<file path="config.mk">
export PLATFORM = sky130hd
export DESIGN_NAME = ansi_x923_padding_unit
export DESIGN_NICKNAME = d
export VERILOG_FILES = /design/src/design/apu_pkg.sv /design/src/design/apu_cell.sv /design/src/design/apu_chain.sv /design/src/design/ansi_x923_padding_unit.sv
export VERILOG_INCLUDE_DIRS = /design/src /design/src/design
export SDC_FILE = /design/constraint.sdc
export NUM_CORES = 1
export LEC_CHECK = 0
export ABC_CLOCK_PERIOD_IN_PS = 10220
export BUFFER_PORTS_ARGS = -buffer_cell sky130_fd_sc_hd__clkbuf_2
export CAP_MARGIN = 20
export CORE_AREA = 10 10 233 169
export DETAILED_ROUTE_END_ITERATION = 10
export DIE_AREA = 0 0 243 179
export SETUP_SLACK_MARGIN = 0.4
export SLEW_MARGIN = 20
export SYNTH_ARGS = -nofsm -noshare
export SYNTH_HDL_FRONTEND = slang
export SYNTH_SLANG_ARGS = --single-unit
</file>
<file path="constraint.sdc">
create_clock -name clk -period 10.22 [get_ports clk]
set_input_delay 1.533 -clock clk [delete_from_list [all_inputs] [get_ports clk]]
set_output_delay 1.533 -clock clk [all_outputs]
set_load 0.05 [all_outputs]
</file>
<file path="src/design/ansi_x923_padding_unit_assert.svh">
// assertion macros for the ansi x9.23 padding unit
`ifndef ANSI_X923_PADDING_UNIT_ASSERT_SVH
`define ANSI_X923_PADDING_UNIT_ASSERT_SVH
`ifndef SYNTHESIS
// same-cycle implication
`define APU_ASSERT_IMPLY(label, clk, rst_n, ante, cons, msg) \
	label: assert property (@(posedge clk) disable iff (!rst_n) (ante) |-> (cons)) \
		else $error(msg);
// next-cycle implication
`define APU_ASSERT_NEXT(label, clk, rst_n, ante, cons, msg) \
	label: assert property (@(posedge clk) disable iff (!rst_n) (ante) |=> (cons)) \
		else $error(msg);
`else
`define APU_ASSERT_IMPLY(label, clk, rst_n, ante, cons, msg)
`define APU_ASSERT_NEXT(label, clk, rst_n, ante, cons, msg)
`endif
`endif

</file>
<file path="src/design/apu_pkg.sv">
// shared constants, types and helpers of the padding unit
package apu_pkg;

	localparam int MAX_BLOCK = 32;
	localparam int BLK_W = $clog2(MAX_BLOCK + 1);
	localparam int IDX_W = (MAX_BLOCK > 1) ? $clog2(MAX_BLOCK) : 1;
	localparam int CFG_W = 6;

	// register indexes
	localparam logic CFG_DIRECTION = 1'b0;
	localparam logic CFG_BLOCK_SIZE = 1'b1;

	// direction codes
	localparam logic DIR_ADD = 1'b0;
	localparam logic DIR_REMOVE = 1'b1;

	// status codes
	localparam logic [1:0] ST_OK = 2'd0;
	localparam logic [1:0] ST_BAD_LEN = 2'd1;
	localparam logic [1:0] ST_BAD_PAD = 2'd2;

	typedef struct packed {
		logic shift;
		logic load_new;
	} chain_ctl_t;

	// clamp a written block size to 1..MAX_BLOCK
	function automatic logic [BLK_W-1:0] eff_block(input logic [CFG_W-1:0] raw);
		logic [BLK_W-1:0] r;
		begin
			if (raw == '0) begin
				r = BLK_W'(1);
			end else if ({{(32-CFG_W){1'b0}}, raw} > 32'(MAX_BLOCK)) begin
				r = BLK_W'(MAX_BLOCK);
			end else begin
				r = BLK_W'(raw);
			end
			return r;
		end
	endfunction

endpackage

</file>
<file path="src/design/apu_cell.sv">
// one byte cell of the hold-back delay line
module apu_cell (
	input  logic                        clk,
	input  logic                        en,
	input  logic [7:0]                  din,
	input  logic [apu_pkg::IDX_W-1:0]   idx,
	input  logic [apu_pkg::IDX_W-1:0]   tail_idx,
	output logic [7:0]                  q,
	output logic [7:0]                  tap
);

	logic [7:0] data_q;

	always_ff @(posedge clk) begin
		if (en) begin
			data_q <= din;
		end
	end

	assign q = data_q;
	// only the cell at the end of the active block drives the tail bus
	assign tap = (idx == tail_idx) ? data_q : 8'h00;

endmodule

</file>
<file path="src/design/apu_chain.sv">
// row of byte cells that shifts or rotates over the active block length
module apu_chain (
	input  logic                        clk,
	input  apu_pkg::chain_ctl_t         ctl,
	input  logic [7:0]                  in_byte,
	input  logic [apu_pkg::IDX_W-1:0]   tail_idx,
	output logic [7:0]                  head,
	output logic [7:0]                  tail
);

	logic [7:0] q   [apu_pkg::MAX_BLOCK];
	logic [7:0] tap [apu_pkg::MAX_BLOCK];
	logic [7:0] tail_w;

	genvar gi;
	generate
		for (gi = 0; gi < apu_pkg::MAX_BLOCK; gi++) begin : g_cell
			logic [7:0] din;
			if (gi == 0) begin : g_first
				assign din = ctl.load_new ? in_byte : tail_w;
			end else begin : g_rest
				assign din = q[gi-1];
			end
			apu_cell u_cell (
				.clk      (clk),
				.en       (ctl.shift),
				.din      (din),
				.idx      (apu_pkg::IDX_W'(gi)),
				.tail_idx (tail_idx),
				.q        (q[gi]),
				.tap      (tap[gi])
			);
		end
	endgenerate

	always_comb begin
		tail_w = 8'h00;
		for (int i = 0; i < apu_pkg::MAX_BLOCK; i++) begin
			tail_w = tail_w | tap[i];
		end
	end

	assign head = q[0];
	assign tail = tail_w;

endmodule

</file>
<file path="src/design/ansi_x923_padding_unit.sv">
// ansi x9.23 padding unit: adds or checks and strips block padding on a byte stream
//
// channel   dir  tdata            tuser                      tlast
// s_axis    in   data_byte[7:0]   byte_valid                 end_of_message
// m_axis    out  out_byte[7:0]    out_valid, status[1:0]     out_last
// cfg       in   cfg_data: 0 direction, 1 block_size (no handshake, cfg_we strobe)
//
// bytes pass at one per cycle while idle and the output register is free
// end of message in add mode: an evaluation step, then the pad bytes in order
// end of message in remove mode: an evaluation step, a padding check over the whole block
//   (skipped on a bad length or pad value), then the kept bytes in order or one final result
// stalls hold the emitting steps only; s_axis_tready stays low until the message end is out
// arst_n clears control state only; cell contents are unused until refilled

`include "ansi_x923_padding_unit_assert.svh"

module ansi_x923_padding_unit (
	input  logic                       clk,
	input  logic                       arst_n,
	// configuration write port
	input  logic                       cfg_we,
	input  logic                       cfg_index,
	input  logic [apu_pkg::CFG_W-1:0]  cfg_data,
	// input stream
	input  logic                       s_axis_tvalid,
	output logic                       s_axis_tready,
	input  logic [7:0]                 s_axis_tdata,   // data_byte
	input  logic                       s_axis_tuser,   // byte_valid
	input  logic                       s_axis_tlast,   // end_of_message
	// output stream
	output logic                       m_axis_tvalid,
	input  logic                       m_axis_tready,
	output logic [7:0]                 m_axis_tdata,   // out_byte
	output logic [2:0]                 m_axis_tuser,   // out_valid, status[1:0]
	output logic                       m_axis_tlast    // out_last
);

	localparam int BW = apu_pkg::BLK_W;
	localparam int IW = apu_pkg::IDX_W;

	// sequencer states
	localparam logic [2:0] S_IDLE  = 3'd0;
	localparam logic [2:0] S_EVAL  = 3'd1;
	localparam logic [2:0] S_PAD   = 3'd2;
	localparam logic [2:0] S_CHECK = 3'd3;
	localparam logic [2:0] S_EMIT  = 3'd4;
	localparam logic [2:0] S_FINAL = 3'd5;

	logic [2:0]    state_q, state_d;
	logic          dir_q;
	logic [BW-1:0] bs_q;
	logic [IW-1:0] pos_q, pos_d;
	logic          full_q, full_d;
	logic [BW-1:0] cnt_q, cnt_d;
	// pad count in add mode, kept byte count in remove mode
	logic [BW-1:0] keep_q, keep_d;
	logic          err_q, err_d;
	logic [1:0]    status_q, status_d;

	// output register
	logic          out_valid_q;
	logic [7:0]    out_byte_q;
	logic          out_flag_q;
	logic          out_last_q;
	logic [1:0]    out_status_q;

	logic          out_load;
	logic [7:0]    ob;
	logic          of, ol;
	logic [1:0]    os;

	apu_pkg::chain_ctl_t ctl;
	logic [7:0]    head, tail;
	logic [BW-1:0] bs_m1;
	logic [BW-1:0] pos_inc;
	logic          slot_free;
	logic          accept;

	assign bs_m1     = bs_q - BW'(1);
	assign pos_inc   = {1'b0, pos_q} + BW'(1);
	// the output register takes a new result when empty or emptying this cycle
	assign slot_free = !out_valid_q || m_axis_tready;
	assign s_axis_tready = (state_q == S_IDLE) && slot_free;
	assign accept    = s_axis_tvalid && s_axis_tready;

	apu_chain u_chain (
		.clk      (clk),
		.ctl      (ctl),
		.in_byte  (s_axis_tdata),
		.tail_idx (bs_m1[IW-1:0]),
		.head     (head),
		.tail     (tail)
	);

	always_comb begin
		state_d      = state_q;
		pos_d        = pos_q;
		full_d       = full_q;
		cnt_d        = cnt_q;
		keep_d       = keep_q;
		err_d        = err_q;
		status_d     = status_q;
		ctl.shift    = 1'b0;
		ctl.load_new = 1'b0;
		out_load     = 1'b0;
		ob           = 8'h00;
		of           = 1'b0;
		ol           = 1'b0;
		os           = apu_pkg::ST_OK;
		case (state_q)
			S_IDLE: begin
				if (accept) begin
					if (s_axis_tuser) begin
						// length bookkeeping, shared by both directions
						if (pos_inc == bs_q) begin
							pos_d  = '0;
							full_d = 1'b1;
						end else begin
							pos_d = pos_inc[IW-1:0];
						end
						if (dir_q == apu_pkg::DIR_ADD) begin
							out_load = 1'b1;
							ob       = s_axis_tdata;
							of       = 1'b1;
						end else begin
							// push into the delay line, oldest byte ages out once full
							ctl.shift    = 1'b1;
							ctl.load_new = 1'b1;
							if (full_q) begin
								out_load = 1'b1;
								ob       = tail;
								of       = 1'b1;
							end
						end
					end
					if (s_axis_tlast) begin
						state_d = S_EVAL;
					end
				end
			end
			S_EVAL: begin
				if (dir_q == apu_pkg::DIR_ADD) begin
					keep_d  = bs_q - {1'b0, pos_q};
					cnt_d   = bs_q - {1'b0, pos_q};
					state_d = S_PAD;
				end else if ((pos_q != '0) || !full_q) begin
					status_d = apu_pkg::ST_BAD_LEN;
					state_d  = S_FINAL;
				end else if (head > {{(8-BW){1'b0}}, bs_q}) begin
					status_d = apu_pkg::ST_BAD_PAD;
					state_d  = S_FINAL;
				end else begin
					keep_d  = bs_q - head[BW-1:0];
					cnt_d   = '0;
					err_d   = 1'b0;
					state_d = S_CHECK;
				end
			end
			S_PAD: begin
				if (slot_free) begin
					out_load = 1'b1;
					of       = 1'b1;
					if (cnt_q == BW'(1)) begin
						ob      = 8'(keep_q);
						ol      = 1'b1;
						pos_d   = '0;
						full_d  = 1'b0;
						state_d = S_IDLE;
					end else begin
						cnt_d = cnt_q - BW'(1);
					end
				end
			end
			S_CHECK: begin
				// one full rotation; pad bytes pass the tail after the kept ones
				ctl.shift = 1'b1;
				if ((cnt_q >= keep_q) && (cnt_q < bs_m1) && (tail != 8'h00)) begin
					err_d = 1'b1;
				end
				if (cnt_q == bs_m1) begin
					cnt_d = '0;
					if (err_q) begin
						status_d = apu_pkg::ST_BAD_PAD;
						state_d  = S_FINAL;
					end else if (keep_q == '0) begin
						status_d = apu_pkg::ST_OK;
						state_d  = S_FINAL;
					end else begin
						state_d = S_EMIT;
					end
				end else begin
					cnt_d = cnt_q + BW'(1);
				end
			end
			S_EMIT: begin
				if (slot_free) begin
					ctl.shift = 1'b1;
					out_load  = 1'b1;
					ob        = tail;
					of        = 1'b1;
					if (cnt_q == keep_q - BW'(1)) begin
						ol      = 1'b1;
						pos_d   = '0;
						full_d  = 1'b0;
						state_d = S_IDLE;
					end else begin
						cnt_d = cnt_q + BW'(1);
					end
				end
			end
			S_FINAL: begin
				if (slot_free) begin
					out_load = 1'b1;
					ol       = 1'b1;
					os       = status_q;
					pos_d    = '0;
					full_d   = 1'b0;
					state_d  = S_IDLE;
				end
			end
			default: begin
				state_d = S_IDLE;
			end
		endcase
	end

	// control and configuration registers
	always_ff @(posedge clk or negedge arst_n) begin
		if (!arst_n) begin
			state_q  <= S_IDLE;
			dir_q    <= apu_pkg::DIR_ADD;
			bs_q     <= BW'(16);
			pos_q    <= '0;
			full_q   <= 1'b0;
			cnt_q    <= '0;
			keep_q   <= '0;
			err_q    <= 1'b0;
			status_q <= apu_pkg::ST_OK;
		end else if (cfg_we) begin
			// any register write drops the message in progress
			if (cfg_index == apu_pkg::CFG_DIRECTION) begin
				dir_q <= cfg_data[0];
			end else begin
				bs_q <= apu_pkg::eff_block(cfg_data);
			end
			state_q <= S_IDLE;
			pos_q   <= '0;
			full_q  <= 1'b0;
		end else begin
			state_q  <= state_d;
			pos_q    <= pos_d;
			full_q   <= full_d;
			cnt_q    <= cnt_d;
			keep_q   <= keep_d;
			err_q    <= err_d;
			status_q <= status_d;
		end
	end

	// output register
	always_ff @(posedge clk or negedge arst_n) begin
		if (!arst_n) begin
			out_valid_q <= 1'b0;
		end else if (out_load) begin
			out_valid_q <= 1'b1;
		end else if (m_axis_tready) begin
			out_valid_q <= 1'b0;
		end
	end

	always_ff @(posedge clk) begin
		if (out_load) begin
			out_byte_q   <= ob;
			out_flag_q   <= of;
			out_last_q   <= ol;
			out_status_q <= os;
		end
	end

	assign m_axis_tvalid = out_valid_q;
	assign m_axis_tdata  = out_byte_q;
	assign m_axis_tuser  = {out_status_q, out_flag_q};
	assign m_axis_tlast  = out_last_q;

	`APU_ASSERT_IMPLY(a_status_only_last, clk, arst_n,
		m_axis_tvalid && (m_axis_tuser[2:1] != apu_pkg::ST_OK), m_axis_tlast,
		"error status on a non-final result")
	`APU_ASSERT_IMPLY(a_empty_only_last, clk, arst_n,
		m_axis_tvalid && !m_axis_tuser[0], m_axis_tlast,
		"result without a byte before message end")
	`APU_ASSERT_IMPLY(a_check_bound, clk, arst_n,
		state_q == S_CHECK, cnt_q < bs_q,
		"check counter beyond block")
	`APU_ASSERT_IMPLY(a_emit_bound, clk, arst_n,
		state_q == S_EMIT, (keep_q != '0) && (cnt_q < keep_q),
		"emit counter beyond kept bytes")
	`APU_ASSERT_NEXT(a_eval_leaves, clk, arst_n,
		(state_q == S_EVAL) && !cfg_we, (state_q != S_IDLE) && (state_q != S_EVAL),
		"evaluation did not start a message end sequence")

endmodule

</file>
Word level (Yosys, flattened, before mapping)
Index checks and enable logic that the tools add are counted.
{ "totals": {"regBits": 300, "in_bits": 22, "output_inout_bits": 14, "elab_cells": 306} }
{ "op_classes": {"addsub": 7, "magnitude_cmp": 4, "eq_ne": 65, "muxes": 121, "bitwise_logic": 33, "reduce_logical": 30} }
{ "ops": {"columns": ["cell", "n"], "rows": [
  ["two-way mux 8 bit", 38],
  ["bitwise OR 8 bit", 31],
  ["two-way mux 6 bit", 15],
  ["equality test 5 bit (first input constant)", 16],
  ["two-way mux 5 bit", 9],
  ["equality test 4 x 5 -> 1 bit (first input constant)", 8],
  ["inequality test 3 bit (second input constant)", 13],
  ["two-way mux 3 bit", 12],
  ["two-way mux 1 bit", 27],
  ["one-hot mux 6 bit (4 select lines)", 1],
  ["one-hot mux 8 bit (3 select lines)", 1],
  ["AND reduction 8 bit", 3],
  ["inequality test 2 bit (second input constant)", 11],
  ["equality test 3 x 5 -> 1 bit (first input constant)", 4],
  ["one-hot mux 5 bit (4 select lines)", 1],
  ["equality test 6 bit", 3],
  ["two-way mux 2 bit", 9],
  ["one-hot mux 3 bit (6 select lines)", 1],
  ["subtractor 6 x 1 -> 6 bit (second input constant)", 3],
  ["logical NOT 6 bit", 2],
  ["AND reduction 6 bit", 2],
  ["equality test 2 x 5 -> 1 bit (first input constant)", 2],
  ["nonzero test 5 bit", 2],
  ["AND reduction 9 bit", 1],
  ["31 further kinds", 45]
]} }

Longest topological paths before layout
{ "logic_depth": {"ltp_word": 39, "depth_mapped": 16, "ltp_nobuf": 14} }

By module
A second synthesis with hierarchy kept.
{ "hier_totals": {"cells_unflattened": 1506, "area_unflattened_um2": 16400.7} }
{ "by_module_without_submodules": {"columns": ["module", "instances", "cells_each", "area_each_um2", "seq_area_each_um2"], "rows": [
  ["apu_cell", 32, 30, 364.1, 240.2],
  ["ansi_x923_padding_unit", 1, 439, 3866.2, 1162.4],
  ["apu_chain", 1, 107, 883.3, 0.0]
]} }

Worst setup path before layout
No wires, ideal clock.
{ "synth_timing": {"path_type": "in2reg", "startpoint": "input port m_axis_tready", "endpoint": "register u_chain.g_cell[0].u_cell.data_q[0], enable pin", "setup_time_ps": 1956, "t_arrival_ps": 7008, "required_time_ps": 8264, "setup_slack_ps": 1256, "path_stages": 6, "n_path_buf": 1, "path_cell_list": "nor2b_1 nor2_1 and3_1 nand2_1 clkbuf_1 nand2_1"} }
{ "synth_via": {"elab_chain_cells": 5, "word_cells_on_any_way": 6, "classes_between": "mux: 3; reduce/logical: 3"} }
{ "synth_rtl": {"columns": ["element", "line", "rtl"], "rows": [
  ["start, declared", "ansi_x923_padding_unit.sv:32", "input logic m_axis_tready,"],
  ["logical OR 1 bit", "ansi_x923_padding_unit.sv:82", "assign slot_free = !out_valid_q || m_axis_tready;"],
  ["logical AND 1 bit", "ansi_x923_padding_unit.sv:83", "assign s_axis_tready = (state_q == S_IDLE) && slot_free;"],
  ["named net s_axis_tready", "ansi_x923_padding_unit.sv:26", "output logic s_axis_tready,"],
  ["logical AND 1 bit", "ansi_x923_padding_unit.sv:84", "assign accept = s_axis_tvalid && s_axis_tready;"],
  ["two-way mux 2 bit", "ansi_x923_padding_unit.sv:112", "if (accept) begin"],
  ["one-hot mux 1 bit (3 select lines)", "ansi_x923_padding_unit.sv:110", "case (state_q)"],
  ["named net u_chain.g_cell[0].u_cell.en", "apu_cell.sv:4", "input logic en,"],
  ["end signal, assigned", "apu_cell.sv:16", "data_q <= din;"],
  ["end, declared", "apu_cell.sv:12", "logic [7:0] data_q;"]
]} }
The timed path passes the listed nets, and every way through them passes these cells.
A chain may end at the register's enable or synchronous reset.

Final worst setup path
{ "layout_timing": {"startpoint": "register bs_q[1]", "endpoint": "register err_q"} }
{ "layout_via": {"elab_chain_cells": 38, "word_cells_on_any_way": 104, "classes_between": "add/sub: 1; order compare: 2; eq/ne: 33; mux: 32; bitwise: 31; reduce/logical: 5"} }
{ "layout_rtl": {"columns": ["element", "line", "rtl"], "rows": [
  ["start, declared", "ansi_x923_padding_unit.sv:51", "logic [BW-1:0] bs_q;"],
  ["start signal, assigned", "ansi_x923_padding_unit.sv:244", "bs_q <= apu_pkg::eff_block(cfg_data);"],
  ["subtractor 6 x 1 -> 6 bit", "ansi_x923_padding_unit.sv:79", "assign bs_m1 = bs_q - BW'(1);"],
  ["equality test 1 x 5 -> 1 bit or logical NOT 5 bit (tied branches)", "apu_cell.sv:22", "assign tap = (idx == tail_idx) ? data_q : 8'h00;"],
  ["two-way mux 8 bit", "apu_cell.sv:22", null],
  ["bitwise OR 8 bit (31 in series)", "apu_chain.sv:39", "tail_w = tail_w | tap[i];"],
  ["nonzero test 8 bit", "ansi_x923_padding_unit.sv:177", "if ((cnt_q >= keep_q) && (cnt_q < bs_m1) && (tail != 8'h00)) begin"],
  ["logical AND 1 bit", "ansi_x923_padding_unit.sv:177", null],
  ["inequality test 2 bit (no line)", null, null],
  ["AND reduction 6 bit (no line) *", null, null],
  ["end signal, assigned", "ansi_x923_padding_unit.sv:255", "err_q <= err_d;"],
  ["end, declared", "ansi_x923_padding_unit.sv:57", "logic err_q, err_d;"]
]} }
Every way passes the cells marked *; elsewhere a longest branch is shown, timed or not.

==> impl_metrics.yaml <==
pwr:
  clockPowerShare_pct: 25.9
  power_frac_comb_pct: 26.9
  p_int_w: 0.00257
  netSwitchingPower_w: 0.00135
  powerDensity_nw_per_um2: 255
  cellLeakagePower_nw: 5.26
  swShare_pct: 34.4
  seqPwrFrac_pct: 47.2
  peakVddDrop_mv: 0.142
  power.total_w: 0.00392
synthesis:
  ys_warn_count: 0
  yosysSeqAreaShare_pct: 64.3
  avgSynthCellArea_um2: 12.7
  async_reset_ff_share_pct: 10.7
  synth_flop_cell: "edfxtp_1"
  syn-num-nets: 1142
  synth-seq-cells: 300
  mappedNetlistArea_um2: 13800
  yosysUniqueCellTypes: 71
  synth_edf_count: 268
  synth_cells: 1079
clock_tree:
  path_clk_slew_ns: 0.06
  cts_tree: "yes"
  cts_buffers: 28
  clock-root-buffer: "clkbuf_16"
  holdBufCountCts: 0
  clk-insertion-delay-late_ns: 0.57
  h-tree-depth: 1
  cts_setup_buffers: 0
  cts-resized-gates: 0
  clk_path_buf_depth: 3
  cts.sinks: 300
setup_path:
  r2r_cells: 13
  crit_required_ns: 10.67
  critical-path-top-delay-family: "simple AND/OR/NAND/NOR gates"
  start_kind: "register"
  crit_path_end_kind: "register"
  r2r_setup_slack_ns: 5.10
  setup.worst_path.start: "bs_q[1]"
  crit_arrival_ns: 5.57
  r2r_end: "err_q"
  critical_path.cell_chain: "inv_1, ha_1, nor3b_4, xnor2_4, buf_4, inv_2, and3_1, o21bai_1, nand4_1, nor4_1, and4bb_1, a41oi_1, mux2_1"
  r2r_start: "bs_q[1]"
  cp_max_fo: 46
  critPathKind: "register to register"
  critPathBufInv: 3
  cpPeakStageDelay_ns: 0.75
  slowest_stage: "nor3b_4"
route:
  wl_um: 35700
  routed-via-count: 9419
  dr.pass1.iters: 6
  drt_iter0_drc: 1398
  ant_nets: 0
  drt-vias-per-instance: 5.87
  drc_errors: 0
  drt-wirelength-per-cell_um: 22.3
finish:
  diodes: 0
  fin_util_pct: 43.7
  seqCellArea_um2: 8850
  final_cell_mix: "edfxtp_1 (268), nand2_1 (83), nor2_1 (72), a21oi_1 (56), nand3_1 (48)"
  stdcell_count: 1605
  fillCellCount: 3259
  area_delta_synth_final_pct: 11.6
  final_layout_size_suffix_gt1_share_pct: 11.2
  nets: 1166
  multi_input_area_um2: 4560
  layout_commonest_cell: "edfxtp_1"
worst_hold_path:
  whs_path_depth: 0
  min_from: "u_chain.g_cell[15].u_cell.q[1]"
  hp-class: "register to register"
  holdPathEnd: "u_chain.g_cell[16].u_cell.q[1]"
sta:
  finalCritPeriodShare_pct: 50.1
  rsz0062_at_grt: "false"
  worstMarginPinSlew_ns: 0.947
  max_freq_mhz: 195
  min_period_ns: 5.12
  clock_skew_ns: 0.0124
  relSlewSlack_pct: 36.8
  hold_viol: 0
  finalMaxSlewViolations: 0
  tns_ns: 0
  finalSetupViolCount: 0
flow_run:
  max-cap-violations: 0
global_route:
  grtUsageTotal_pct: 16.2
  grt_pass1_vias: 8883
  grt_max_degree: 92
  grt.overflow.total: 0
  grt_pass1_wl_um: 55200
  antenna_found_initial: 0
placed_design:
  placed_cells: 1552
  hpwl_um: 23600
  gp_congestion: 0.885
  portBuffers: 35
floorplanning:
  rows: 58
  die_y_um: 179
  die_w_um: 243
  die_area_um2: 43500
  fp.coreArea_um2: 35100
  ioPinCount: 36
  start_util_pct: 39.2
outcome:
  status: "completed"
[sequential cells by signal, indices dropped and copies added (netlist names), 2 cells and up]
register,cells
u_chain.g_cell.u_cell.q,256
m_axis_tdata,8
bs_q,6
cnt_q,6
keep_q,6
pos_q,5
state_q,3
out_status_q,2
status_q,2
[how the worst max path moves through the flow]
| stage | endpoint | depth (start not counted) |
|---|---|---|
| final | err_q | 13 |
| after CTS | err_q | 13 |
| after global routing | err_q | 13 |
| after floorplan | u_chain.g_cell[0].u_cell.q[0] | 6 |
| after detailed placement | err_q | 13 |
| after global placement | err_q | 13 |
[stage by stage]
step                cell area [um2]  setup slack [ns]  hold slack, ns
floorplan                     13800              1.26           0.418
global placement              14400              5.27           0.428
detailed placement            14400              5.11           0.431
CTS                           15300              5.09           0.443
global route                  15400              4.69           0.449
finish                        15400              5.10           0.440
[cell usage after synthesis (5+ instances only)]
cell type | count | area [um2]
inv_1 | 31 | 116
a211oi_1 | 5 | 37.5
o22ai_1 | 18 | 113
nor3_1 | 19 | 95.1
mux2i_1 | 8 | 80.1
a31oi_1 | 16 | 100
clkbuf_1 | 43 | 161
dfrtp_1 | 31 | 776
nand2_1 | 84 | 315
a41oi_1 | 5 | 43.8
nor2_1 | 72 | 270
edfxtp_1 | 268 | 8050
a221oi_1 | 20 | 175
nand4_1 | 9 | 56.3
o21a_1 | 7 | 52.6
o21ai_0 | 44 | 220
nand2b_1 | 14 | 87.6
and3_1 | 12 | 75.1
buf_1 | 5 | 18.8
a22o_1 | 11 | 96.3
xnor2_1 | 21 | 184
nor4_1 | 8 | 50.1
o31ai_1 | 5 | 37.5
ha_1 | 39 | 488
a22oi_1 | 46 | 345
nand3_1 | 48 | 240
a21oi_1 | 56 | 280
a222oi_1 | 18 | 180
a21o_1 | 8 | 60.1
mux2_2 | 14 | 158
buf_4 | 5 | 37.5
o211ai_1 | 7 | 52.6
nor2b_1 | 9 | 56.3
[per-layer routing]
| layer | vias to the layer above | part of all wire (%) | track usage (%) |
|---|---|---|---|
| li1 | 4272 | - | - |
| met1 | 4666 | 49 | 25.6 |
| met2 | 428 | 39 | 21.0 |
| met3 | 51 | 10 | 4.36 |
| met4 | 2 | 1.7 | 3.25 |
| met5 | - | 0.24 | 1.47 |
[cells by family (layout without fill, tap and decap cells)]
kind of cell | after synthesis | after routing | share of synthesized area [%]
flops | 300 | 300 | 64.3
compound gates | 299 | 299 | 15.1
simple gates | 297 | 297 | 10.4
buf+inv | 93 | 139 | 2.76
fa+ha+maj | 41 | 41 | 3.84
xor+xnor | 26 | 26 | 1.71
mux | 23 | 23 | 1.81
[area by class of cell]
class / instances / area share [%]
sequential: 300 / 57.6
multi-input combinational: 686 / 29.7
tap: 480 / 3.91
timing repair buffer: 52 / 2.15
inverter: 35 / 0.856
clock inverter: 18 / 1.01
clock buffer: 34 / 4.71
[power groups by stage]
stage	clock [W]	sequential, W	combinational (W)
2_1_floorplan	0	0.00187	0.000739
3_3_place_gp	0	0.00187	0.00103
3_5_place_dp	0	0.00187	0.00104
4_1_cts	0.00104	0.00185	0.00104
5_1_grt	0.00109	0.00188	0.00117
6_report	0.00101	0.00185	0.00105
(Power assumes the default switching activity.)
